[src/rtl/assert_macros.svh]
// Assertion macros shared by the RTL of the remix block.
// No dependencies; define ASSERT_OFF to compile the checks away.
`ifndef ASSERT_MACROS_SVH
`define ASSERT_MACROS_SVH

`ifndef ASSERT_OFF
`define ASSERT_SAME_CYCLE(label, clk, rst_n, ante, cons) \
    label: assert property (@(posedge clk) disable iff (!rst_n) (ante) |-> (cons)) \
        else $error("same-cycle check failed");
`define ASSERT_NEXT_CYCLE(label, clk, rst_n, ante, cons) \
    label: assert property (@(posedge clk) disable iff (!rst_n) (ante) |=> (cons)) \
        else $error("next-cycle check failed");
`else
`define ASSERT_SAME_CYCLE(label, clk, rst_n, ante, cons)
`define ASSERT_NEXT_CYCLE(label, clk, rst_n, ante, cons)
`endif

`endif

[src/rtl/acrfc_pkg.sv]
// Shared types and codes for the channel remix / format convert block.
// No dependencies; used by acrfc_mix, acrfc_enc and the top level.
package acrfc_pkg;

    localparam int SampleW = 16;
    localparam int WordW   = 32;
    localparam int NumCh   = 6;
    localparam int AddrW   = 4;

    typedef logic signed [SampleW-1:0] sample_t;
    typedef logic signed [19:0]        wide_t;
    typedef logic [WordW-1:0]          word_t;

    typedef struct packed {
        sample_t [NumCh-1:0] smp;
        logic    [2:0]       cnt;
    } mix_t;

    // register indexes (paddr[3:2])
    localparam logic [1:0] REG_SOURCE_CHANNELS = 2'd0;
    localparam logic [1:0] REG_TARGET_MODE     = 2'd1;
    localparam logic [1:0] REG_SAMPLE_FORMAT   = 2'd2;

    // target layouts
    localparam logic [3:0] MODE_MONO     = 4'd0;
    localparam logic [3:0] MODE_STEREO   = 4'd1;
    localparam logic [3:0] MODE_2_1      = 4'd2;
    localparam logic [3:0] MODE_3_0      = 4'd3;
    localparam logic [3:0] MODE_3_1      = 4'd4;
    localparam logic [3:0] MODE_2F1R     = 4'd5;
    localparam logic [3:0] MODE_2F1R_LFE = 4'd6;
    localparam logic [3:0] MODE_2F2R     = 4'd7;
    localparam logic [3:0] MODE_3F1R     = 4'd9;
    localparam logic [3:0] MODE_3F1R_LFE = 4'd10;
    localparam logic [3:0] MODE_5_0      = 4'd11;
    localparam logic [3:0] MODE_5_1      = 4'd12;

    // output encodings
    localparam logic [2:0] FMT_U8  = 3'd0;
    localparam logic [2:0] FMT_S16 = 3'd1;
    localparam logic [2:0] FMT_S24 = 3'd2;
    localparam logic [2:0] FMT_S32 = 3'd3;
    localparam logic [2:0] FMT_F32 = 3'd4;

endpackage

[src/rtl/acrfc_mix.sv]
// Remix stage: maps one source frame onto the target layout.
// Depends on acrfc_pkg.
module acrfc_mix
    import acrfc_pkg::*;
(
    input  sample_t [NumCh-1:0] ch,
    input  logic    [2:0]       source_channels,
    input  logic    [3:0]       target_mode,
    output mix_t                mix
);

    function automatic sample_t clamp16(input wide_t x);
        if (x < -wide_t'(32768))
            return sample_t'(-32768);
        else if (x > wide_t'(32767))
            return sample_t'(32767);
        else
            return sample_t'(x);
    endfunction

    function automatic sample_t fold(input wide_t base, input wide_t sum);
        return clamp16(base + sum - (sum >>> 2));
    endfunction

    logic [2:0]          n;
    logic [3:0]          mode;
    logic [3:0]          native_code;
    logic                lfe;
    logic                pair_src;
    sample_t [NumCh-1:0] c;
    wide_t   [NumCh-1:0] wc;
    wide_t               s;
    wide_t               sum;
    sample_t             avg;
    sample_t [NumCh-1:0] smp;
    logic    [2:0]       cnt;

    always_comb
    begin
        n = source_channels;
        if (n == 3'd0)
            n = 3'd1;
        if (n == 3'd7)
            n = 3'd6;
        mode = (target_mode > MODE_5_1) ? MODE_5_1 : target_mode;
        lfe = (mode == MODE_2_1) || (mode == MODE_3_1) ||
              ((mode >= MODE_2F1R) && !mode[0]);
        pair_src = (n == 3'd2) || (n == 3'd4);

        case (n)
            3'd1:    native_code = MODE_MONO;
            3'd2:    native_code = MODE_STEREO;
            3'd3:    native_code = MODE_3_0;
            3'd4:    native_code = MODE_2F2R;
            3'd5:    native_code = MODE_5_0;
            default: native_code = MODE_5_1;
        endcase

        c = '0;
        case (n)
            3'd1:
            begin
                c[0] = ch[0];
                c[2] = ch[0];
            end
            3'd2:
            begin
                c[0] = ch[0];
                c[2] = ch[1];
            end
            3'd3:
            begin
                c[0] = ch[0];
                c[1] = ch[1];
                c[2] = ch[2];
            end
            3'd4:
            begin
                // second rear sits in the fourth word
                c[0] = ch[0];
                c[2] = ch[1];
                c[3] = ch[2];
                c[4] = ch[3];
            end
            default:
            begin
                c[4:0] = ch[4:0];
                if (n > 3'd5)
                    c[5] = ch[5];
            end
        endcase

        for (int i = 0; i < NumCh; i++)
            wc[i] = wide_t'(c[i]);
        avg = sample_t'((wc[0] + wc[2]) >>> 1);
        s   = '0;
        sum = '0;
        smp = '0;
        cnt = 3'd0;

        if (native_code == mode)
        begin
            for (int i = 0; i < NumCh; i++)
                if (3'(i) < n)
                    smp[i] = ch[i];
            cnt = n;
        end
        else if (mode == MODE_MONO)
        begin
            s = wc[0] + wc[2];
            if (n > 3'd2)
            begin
                sum = (wc[1] <<< 1) + wc[3] + wc[4];
                smp[0] = clamp16((s + sum - (sum >>> 2)) >>> 1);
            end
            else
                smp[0] = sample_t'(s >>> 1);
            cnt = 3'd1;
        end
        else if (mode <= MODE_2_1)
        begin
            smp[0] = (n > 3'd2) ? fold(wc[0], wc[1] + wc[3]) : c[0];
            smp[1] = (n > 3'd2) ? fold(wc[2], wc[1] + wc[4]) : c[2];
            cnt = 3'd2;
            if (lfe)
            begin
                smp[cnt] = c[5];
                cnt = cnt + 3'd1;
            end
        end
        else if (mode <= MODE_3_1)
        begin
            smp[0] = fold(wc[0], wc[3]);
            smp[1] = pair_src ? avg : c[1];
            smp[2] = fold(wc[2], wc[4]);
            cnt = 3'd3;
            if (lfe)
            begin
                smp[cnt] = c[5];
                cnt = cnt + 3'd1;
            end
        end
        else
        begin
            if (mode >= MODE_3F1R)
            begin
                smp[0] = c[0];
                smp[1] = pair_src ? avg : c[1];
                smp[2] = c[2];
                cnt = 3'd3;
            end
            else
            begin
                // fold centre into both fronts
                smp[0] = fold(wc[0], wc[1]);
                smp[1] = fold(wc[2], wc[1]);
                cnt = 3'd2;
            end
            if ((mode == MODE_2F1R) || (mode == MODE_2F1R_LFE) ||
                (mode == MODE_3F1R) || (mode == MODE_3F1R_LFE))
            begin
                smp[cnt] = sample_t'((wc[3] + wc[4]) >>> 1);
                cnt = cnt + 3'd1;
            end
            else
            begin
                smp[cnt] = c[3];
                cnt = cnt + 3'd1;
                smp[cnt] = c[4];
                cnt = cnt + 3'd1;
            end
            if (lfe)
            begin
                smp[cnt] = c[5];
                cnt = cnt + 3'd1;
            end
        end

        mix.smp = smp;
        mix.cnt = cnt;
    end

endmodule

[src/rtl/acrfc_enc.sv]
// Format stage: encodes each remixed sample as u8, s16, s24, s32 or float32.
// Depends on acrfc_pkg.
module acrfc_enc
    import acrfc_pkg::*;
(
    input  mix_t              mix,
    input  logic [2:0]        sample_format,
    output word_t [NumCh-1:0] word
);

    function automatic word_t encode(input sample_t v, input logic [2:0] fmt);
        logic [16:0] m;
        logic [16:0] norm;
        logic [4:0]  p;
        logic [7:0]  expo;
        word_t       r;
        m = v[15] ? (17'd0 - {v[15], v}) : {1'b0, v};
        p = 5'd0;
        for (int k = 0; k < 17; k++)
            if (m[k])
                p = 5'(k);
        norm = m << (5'd16 - p);
        expo = 8'(p) + 8'd112;
        case (fmt)
            FMT_U8:  r = {24'd0, ~v[15], v[14:8]};
            FMT_S16: r = {16'd0, v};
            FMT_S24: r = {8'd0, v, 8'd0};
            FMT_S32: r = {{8{v[15]}}, v, 8'd0};
            FMT_F32: r = (v == '0) ? '0 : {v[15], expo, norm[15:0], 7'd0};
            default: r = '0;
        endcase
        return r;
    endfunction

    always_comb
    begin
        for (int i = 0; i < NumCh; i++)
            word[i] = (3'(i) < mix.cnt) ? encode(mix.smp[i], sample_format) : '0;
    end

endmodule

[src/rtl/audio_channel_remix_format_convert_unit.sv]
// Surround remix and sample-format converter, one frame per word.
// Input channel: in_valid/in_stall carry one frame of six signed 16-bit
// samples (those beyond source_channels are ignored) and in_last.
// Output channel: out_valid/out_stall carry up to six encoded samples,
// right aligned in 32 bits, with out_count and out_last; samples at or
// beyond out_count read as zero.
// Configuration: APB-style port, source_channels at 0x0, target_mode at
// 0x4, sample_format at 0x8; write only while no word is in flight.
// Pipeline: input register, remix register, encode/output register.
// An accepted word passes through these three registers in order;
// one word is taken every cycle while the output is not stalled.
// When out_stall is high the output word holds; earlier stages keep
// filling until all three are full, then in_stall rises.
// Reset empties the pipeline and loads source_channels=2,
// target_mode=1 (stereo), sample_format=1 (s16).
// Depends on acrfc_pkg, acrfc_mix, acrfc_enc and assert_macros.svh.
`include "assert_macros.svh"

module audio_channel_remix_format_convert_unit
    import acrfc_pkg::*;
(
    input  logic             clk,
    input  logic             rst_n,

    input  logic             psel,
    input  logic             penable,
    input  logic             pwrite,
    input  logic [AddrW-1:0] paddr,
    input  logic [31:0]      pwdata,
    output logic [31:0]      prdata,
    output logic             pready,

    input  logic             in_valid,
    output logic             in_stall,
    input  sample_t          in_ch0,
    input  sample_t          in_ch1,
    input  sample_t          in_ch2,
    input  sample_t          in_ch3,
    input  sample_t          in_ch4,
    input  sample_t          in_ch5,
    input  logic             in_last,

    output logic             out_valid,
    input  logic             out_stall,
    output word_t            out_s0,
    output word_t            out_s1,
    output word_t            out_s2,
    output word_t            out_s3,
    output word_t            out_s4,
    output word_t            out_s5,
    output logic [2:0]       out_count,
    output logic             out_last
);

    logic [2:0] source_channels_reg;
    logic [3:0] target_mode_reg;
    logic [2:0] sample_format_reg;
    logic       cfg_write;

    logic                v1_reg;
    sample_t [NumCh-1:0] ch1_reg;
    logic                last1_reg;
    logic                v2_reg;
    mix_t                mix2_reg;
    logic                last2_reg;
    logic                v3_reg;
    word_t   [NumCh-1:0] word3_reg;
    logic    [2:0]       count3_reg;
    logic                last3_reg;

    logic                adv1;
    logic                adv2;
    logic                adv3;
    mix_t                mix_next;
    word_t   [NumCh-1:0] word_next;

    // configuration port
    assign pready    = 1'b1;
    assign cfg_write = psel && penable && pwrite;

    always_ff @(posedge clk or negedge rst_n)
    begin
        if (!rst_n)
        begin
            source_channels_reg <= 3'd2;
            target_mode_reg     <= MODE_STEREO;
            sample_format_reg   <= FMT_S16;
        end
        else if (cfg_write)
        begin
            case (paddr[3:2])
                REG_SOURCE_CHANNELS: source_channels_reg <= pwdata[2:0];
                REG_TARGET_MODE:     target_mode_reg     <= pwdata[3:0];
                REG_SAMPLE_FORMAT:   sample_format_reg   <= pwdata[2:0];
                default:             ;
            endcase
        end
    end

    always_comb
    begin
        case (paddr[3:2])
            REG_SOURCE_CHANNELS: prdata = {29'd0, source_channels_reg};
            REG_TARGET_MODE:     prdata = {28'd0, target_mode_reg};
            REG_SAMPLE_FORMAT:   prdata = {29'd0, sample_format_reg};
            default:             prdata = '0;
        endcase
    end

    // a stage advances when the one after it is empty or advancing
    assign adv3     = !v3_reg || !out_stall;
    assign adv2     = !v2_reg || adv3;
    assign adv1     = !v1_reg || adv2;
    assign in_stall = !adv1;

    always_ff @(posedge clk or negedge rst_n)
    begin
        if (!rst_n)
        begin
            v1_reg <= 1'b0;
            v2_reg <= 1'b0;
            v3_reg <= 1'b0;
        end
        else
        begin
            if (adv1)
                v1_reg <= in_valid;
            if (adv2)
                v2_reg <= v1_reg;
            if (adv3)
                v3_reg <= v2_reg;
        end
    end

    acrfc_mix u_mix (
        .ch              (ch1_reg),
        .source_channels (source_channels_reg),
        .target_mode     (target_mode_reg),
        .mix             (mix_next)
    );

    acrfc_enc u_enc (
        .mix           (mix2_reg),
        .sample_format (sample_format_reg),
        .word          (word_next)
    );

    // payload: load only on advance so stalled words hold
    always_ff @(posedge clk)
    begin
        if (adv1 && in_valid)
        begin
            ch1_reg   <= {in_ch5, in_ch4, in_ch3, in_ch2, in_ch1, in_ch0};
            last1_reg <= in_last;
        end
        if (adv2 && v1_reg)
        begin
            mix2_reg  <= mix_next;
            last2_reg <= last1_reg;
        end
        if (adv3 && v2_reg)
        begin
            word3_reg  <= word_next;
            count3_reg <= mix2_reg.cnt;
            last3_reg  <= last2_reg;
        end
    end

    assign out_valid = v3_reg;
    assign out_s0    = word3_reg[0];
    assign out_s1    = word3_reg[1];
    assign out_s2    = word3_reg[2];
    assign out_s3    = word3_reg[3];
    assign out_s4    = word3_reg[4];
    assign out_s5    = word3_reg[5];
    assign out_count = count3_reg;
    assign out_last  = last3_reg;

    `ASSERT_SAME_CYCLE(a_count_range, clk, rst_n, out_valid, (out_count != 3'd0) && (out_count != 3'd7))
    `ASSERT_SAME_CYCLE(a_unused_zero, clk, rst_n, out_valid && (out_count != 3'd6), out_s5 == '0)
    `ASSERT_NEXT_CYCLE(a_mid_hold, clk, rst_n, v2_reg && !adv3, v2_reg)
    `ASSERT_SAME_CYCLE(a_stall_full, clk, rst_n, in_stall, v1_reg && v2_reg && v3_reg)

endmodule
[config.mk]
export PLATFORM = sky130hd
export DESIGN_NAME = audio_channel_remix_format_convert_unit
export DESIGN_NICKNAME = d
export VERILOG_FILES = /design/src/rtl/acrfc_pkg.sv /design/src/rtl/acrfc_mix.sv /design/src/rtl/acrfc_enc.sv /design/src/rtl/audio_channel_remix_format_convert_unit.sv
export VERILOG_INCLUDE_DIRS = /design/src /design/src/rtl
export SDC_FILE = /design/constraint.sdc
export NUM_CORES = 2
export LEC_CHECK = 0
export BUFFER_PORTS_ARGS = -buffer_cell sky130_fd_sc_hd__buf_2
export CAP_MARGIN = 20
export CORE_MARGIN = 2
export CORE_UTILIZATION = 45
export DETAILED_ROUTE_END_ITERATION = 8
export HOLD_SLACK_MARGIN = 0.02
export PLACE_DENSITY = 0.62
export SYNTH_ARGS = -nofsm -noshare
export SYNTH_HDL_FRONTEND = slang
export SYNTH_SLANG_ARGS = --single-unit
export TNS_END_PERCENT = 100
[constraint.sdc]
create_clock -name clk -period 46.7 [get_ports clk]
set_input_delay 0 -clock clk [delete_from_list [all_inputs] [get_ports clk]]
set_output_delay 0 -clock clk [all_outputs]
set_load 0.02 [all_outputs]
Word level (Yosys, flattened, before mapping) --
Cells that the tools add are included.
Word-level totals: bits in registers 406, output and inout bits 231
Cells by class: add/subtract/negate cells 41, order comparisons 39, eq/ne operators 19, shifts and indexed selects 6, mux-type cells 199, bitwise logic cells 6, reduce and logical (&&, ||, !) cells 41
Operator list (count):
- $pmux 32 s5 | 6
- $mux 96 | 7
- $mux 16 | 37
- $bwmux 96 | 4
- $mux 32 | 12
- $mux 4 | 49
- $demux 16 s3 | 3
- $add 16x16->17 | 8
- $mux 3 | 41
- $gt 20x16->1 const B | 6
- $lt 20x16->1 const B | 6
- $mux 17 | 6
- $shl 17x5->16 | 6
- $sub 1x16->17 const A | 6
- $logic_not 16->1 | 6
- $mux 48 | 2
- $mux 80 | 1
- $sub 17x14->18 | 4
- $mux 64 | 1
- $pmux 32 s2 | 1
- $add 5x7->8 const B | 6
- $sub 18x15->19 | 2
- $add 16x17->18 | 2
- $pmux 16 s2 | 1
- 45 further kinds | 128

Logic depth before layout (Yosys ltp) --
word-level depth 30, mapped depth 38

Hierarchy --
A second synthesis with hierarchy kept.
Second synthesis, totals: cell total of the unflattened synthesis 4857, area, all modules 43028.8 um^2
By module, submodules not included:
- acrfc_mix | times used 1, cells each 2416, area each 17646.9 um^2, seq. area each 0.0 um^2
- acrfc_enc | times used 1, cells each 1969, area each 12751.0 um^2, seq. area each 0.0 um^2
- audio_channel_remix_format_convert_unit | times used 1, cells each 472, area each 12630.9 um^2, seq. area each 12130.4 um^2

Worst setup path before layout --
Ideal clock, no wire load.
path type register to register, start register v3_reg (netlist: out_valid), end register count3_reg[0] (netlist: out_count[0]), enable pin, library setup time 1.007 ns, arrival 13.632 ns, required time 45.693 ns, slack 32.061 ns, stages on the path, launching flop included 2, buffers on the path 0, cells stage by stage dfrtp_1 a21boi_0
On the way: cells in the longest elaborated chain, start to end 3
Ends and longest elaborated chain:
- start, declared | RTL line audio_channel_remix_format_convert_unit.sv:66 | logic v3_reg;
- start signal, assigned | RTL line audio_channel_remix_format_convert_unit.sv:131 | v3_reg <= v2_reg;
- $logic_not 1->1 | RTL line audio_channel_remix_format_convert_unit.sv:111 | assign adv3 = !v3_reg || !out_stall;
- $logic_or 1x1->1 | RTL line audio_channel_remix_format_convert_unit.sv:111
- $logic_and 1x1->1 | RTL line audio_channel_remix_format_convert_unit.sv:161 | if (adv3 && v2_reg)
- end signal, assigned | RTL line audio_channel_remix_format_convert_unit.sv:164 | count3_reg <= mix2_reg.cnt;
- end, declared | RTL line audio_channel_remix_format_convert_unit.sv:68 | logic [2:0] count3_reg;
No other way between the ends. A chain may end at the register's enable or synchronous reset.

==> impl_metrics.py <==
metrics = {
    "timing": {
        "hold_viol": 0,
        "tns_ps": 0,
        "setup_viol": 0,
        "tightest_slew_ps": 1351,
        "fin_worst_skew_ps": 38.17,
        "slew_headroom_pct": 9.926,
        "fmax_ghz": 0.09599,
        "rsz0062_at_grt": "false",
        "final.period_utilization_pct": 22.31,
        "slew_viol_final": 0,
        "post-route-worst-setup-slack_ps": 36280,
        "finalCriticalPeriod_ps": 10420,
    },
    "synth": {
        "synth_edf_count": 381,
        "syn_area_um2": 40460,
        "async_flop_share_pct": 3.299,
        "synth_cells": 4625,
        "ys_seq_area_share_pct": 29.09,
        "ys_ff_latch": 394,
        "ys_warn_count": 0,
        "yosysUniqueCellTypes": 114,
        "synth_ff_type": "edfxtp_1",
        "avgSynthCellArea_um2": 8.749,
    },
    "critical_path": {
        "critPathCaptureType": "register",
        "cp_max_fo": 32,
        "max_stage_delay_ps": 1050,
        "path_class": "reg -> reg",
        "worstPathRequired_ps": 46940,
        "start_kind": "register",
        "crit_path_top_delay_cell": "a22oi_1",
        "worstPathArrival_ps": 10660,
    },
    "floorplanning": {
        "core_um2": 88780,
        "die_w_um": 303.9,
        "fp-row-count": 109,
        "start_util_pct": 45.58,
        "num_io_pins": 371,
        "dieHeight_um": 303.9,
        "fp.dieArea_um2": 92330,
    },
    "finish": {
        "final_cell_mix": "392 x inv_1, 389 x nor2_1, 381 x edfxtp_1, 343 x nand2_1, 311 x buf_2",
        "largest_reg_flops": 99,
        "fillCellCount": 8520,
        "mostFrequentLayoutCell": "inv_1",
        "drive_above_1_share_pct": 12.16,
        "area_growth_pct": 12.83,
        "nNetsFinal": 5398,
    },
    "global_route": {
        "grt-ovfl-total": 0,
        "track_usage_pct": 32.78,
        "grt_pass1_wl_mm": 229.2,
        "grt_pass1_vias": 35610,
        "grt_max_degree": 79,
        "antenna_found_initial": 8,
    },
    "clocking": {
        "cts_setup_buffers": 0,
        "cts_buffer_depth": 3,
        "cts-resized-gates": 0,
        "tritoncts": "built",
        "htree_levels": 2,
        "cts_hold_buf": 115,
        "root_buffer": "clkbuf_16",
        "cts_buffers": 46,
        "clkLatencyLatePin_ps": 650,
        "clock-sinks": 394,
        "clk_transition_reported_paths_ps": 60,
    },
    "routing": {
        "viasPerCell": 6.306,
        "drtAntennaViolNets": 0,
        "drt_iter0_drc": 4082,
        "via_count": 38440,
        "wl_mm": 157.0,
        "routedWlPerCell_um": 25.76,
        "drcViolationCount": 0,
        "firstDrtPassIters": 8,
    },
    "placement": {
        "place_congestion": 1.019,
        "pre_cts_slack_ps": 36770,
        "dpl.hpwl_mm": 122.5,
        "place.port_buffers": 311,
    },
    "status": {
        "outcome": "finished, final reports clean",
    },
    "worst_hold_path": {
        "hp-class": "in -> reg",
    },
    "flow_run": {
        "maxCapViolCount": 0,
    },
}
-- critical path: cells and delay by family, from the launching register on --
family / cells / cell delay (ps)
buffers and inverters: 3 / 890
AO/OA/AOI/OAI: 17 / 5900
flip-flops: 1 / 470
adder cells (fa/ha/maj): 4 / 1830
AND/OR/NAND/NOR: 3 / 580
XOR/XNOR: 1 / 290
-- stage by stage --
step	instances	utilization, %	cell area, um^2	hold slack, ps
2_1_floorplan	4652	-	40570	-295.6
3_3_place_gp	5893	48.33	42910	-48.46
3_5_place_dp	5893	48.33	42910	-45.31
4_1_cts	6089	51.37	45610	21.38
5_1_grt	6095	51.42	45650	69.30
6_report	6096	51.42	45650	49.43
-- per-layer routing --
layer	global-route usage [%]	share of wire [%]
met1	42.86	40
met2	50.64	44
met3	5.899	9.1
met4	19.88	7.0
met5	0	0.022
-- final timing paths --
path | start | end | slack [ps] | cells after the start
min in group asynchronous | rst_n | sample_format_reg[0] | 540 | 3
max | source_channels_reg[2] | mix2_reg[13] | 36280 | 28
max reg2reg | source_channels_reg[2] | mix2_reg[13] | 36280 | 28
max in group asynchronous | rst_n | v2_reg | 44890 | 4
min reg2reg | last1_reg | last2_reg | 430 | 0
min | in_ch0[8] | ch1_reg[8] | 50 | 2
-- area by class of cell --
cell class              count  area (um^2)  area share [%]
clock buffers              53         1199           2.626
flip-flops and latches    394        11770           25.78
diodes                      4        10.01         0.02193
multi-input cells        3541        26000           56.96
clock inverters            28        349.1          0.7646
well taps                1165         1458           3.193
inverters                 399         1500           3.286
repair buffers            512         3366           7.372
-- synth_stat cells (57+ instances only) --
| cell | instances | area [um^2] |
|---|---|---|
| a21oi_1 | 307 | 1536 |
| nor2_1 | 390 | 1464 |
| a22oi_1 | 122 | 915.9 |
| mux2i_1 | 115 | 1151 |
| o22ai_1 | 57 | 356.6 |
| o21ai_0 | 214 | 1071 |
| nor3_1 | 68 | 340.3 |
| inv_1 | 392 | 1471 |
| edfxtp_1 | 381 | 11440 |
| a211oi_1 | 70 | 525.5 |
| nand2_1 | 343 | 1287 |
| ha_1 | 239 | 2990 |
| a21o_1 | 97 | 728.2 |
| nand3_1 | 115 | 575.6 |
| clkbuf_1 | 240 | 900.9 |
| xor2_1 | 97 | 849.6 |
| xnor2_1 | 181 | 1585 |
| fa_1 | 125 | 2502 |
| o211ai_1 | 84 | 630.6 |
-- cells by family after synthesis --
family | share of synthesized area [%]
AOI/OAI and AO/OA | 25.58
and+or+nand+nor | 13.93
buffers and inverters | 7.103
DFF | 29.09
adders and majority gates | 13.57
xor gates and xnor gates | 6.218
muxes | 4.493
other | 0.01856
Power is not shown: default switching activity piles up to over one toggle a cycle in this logic, so the estimate is an artifact.
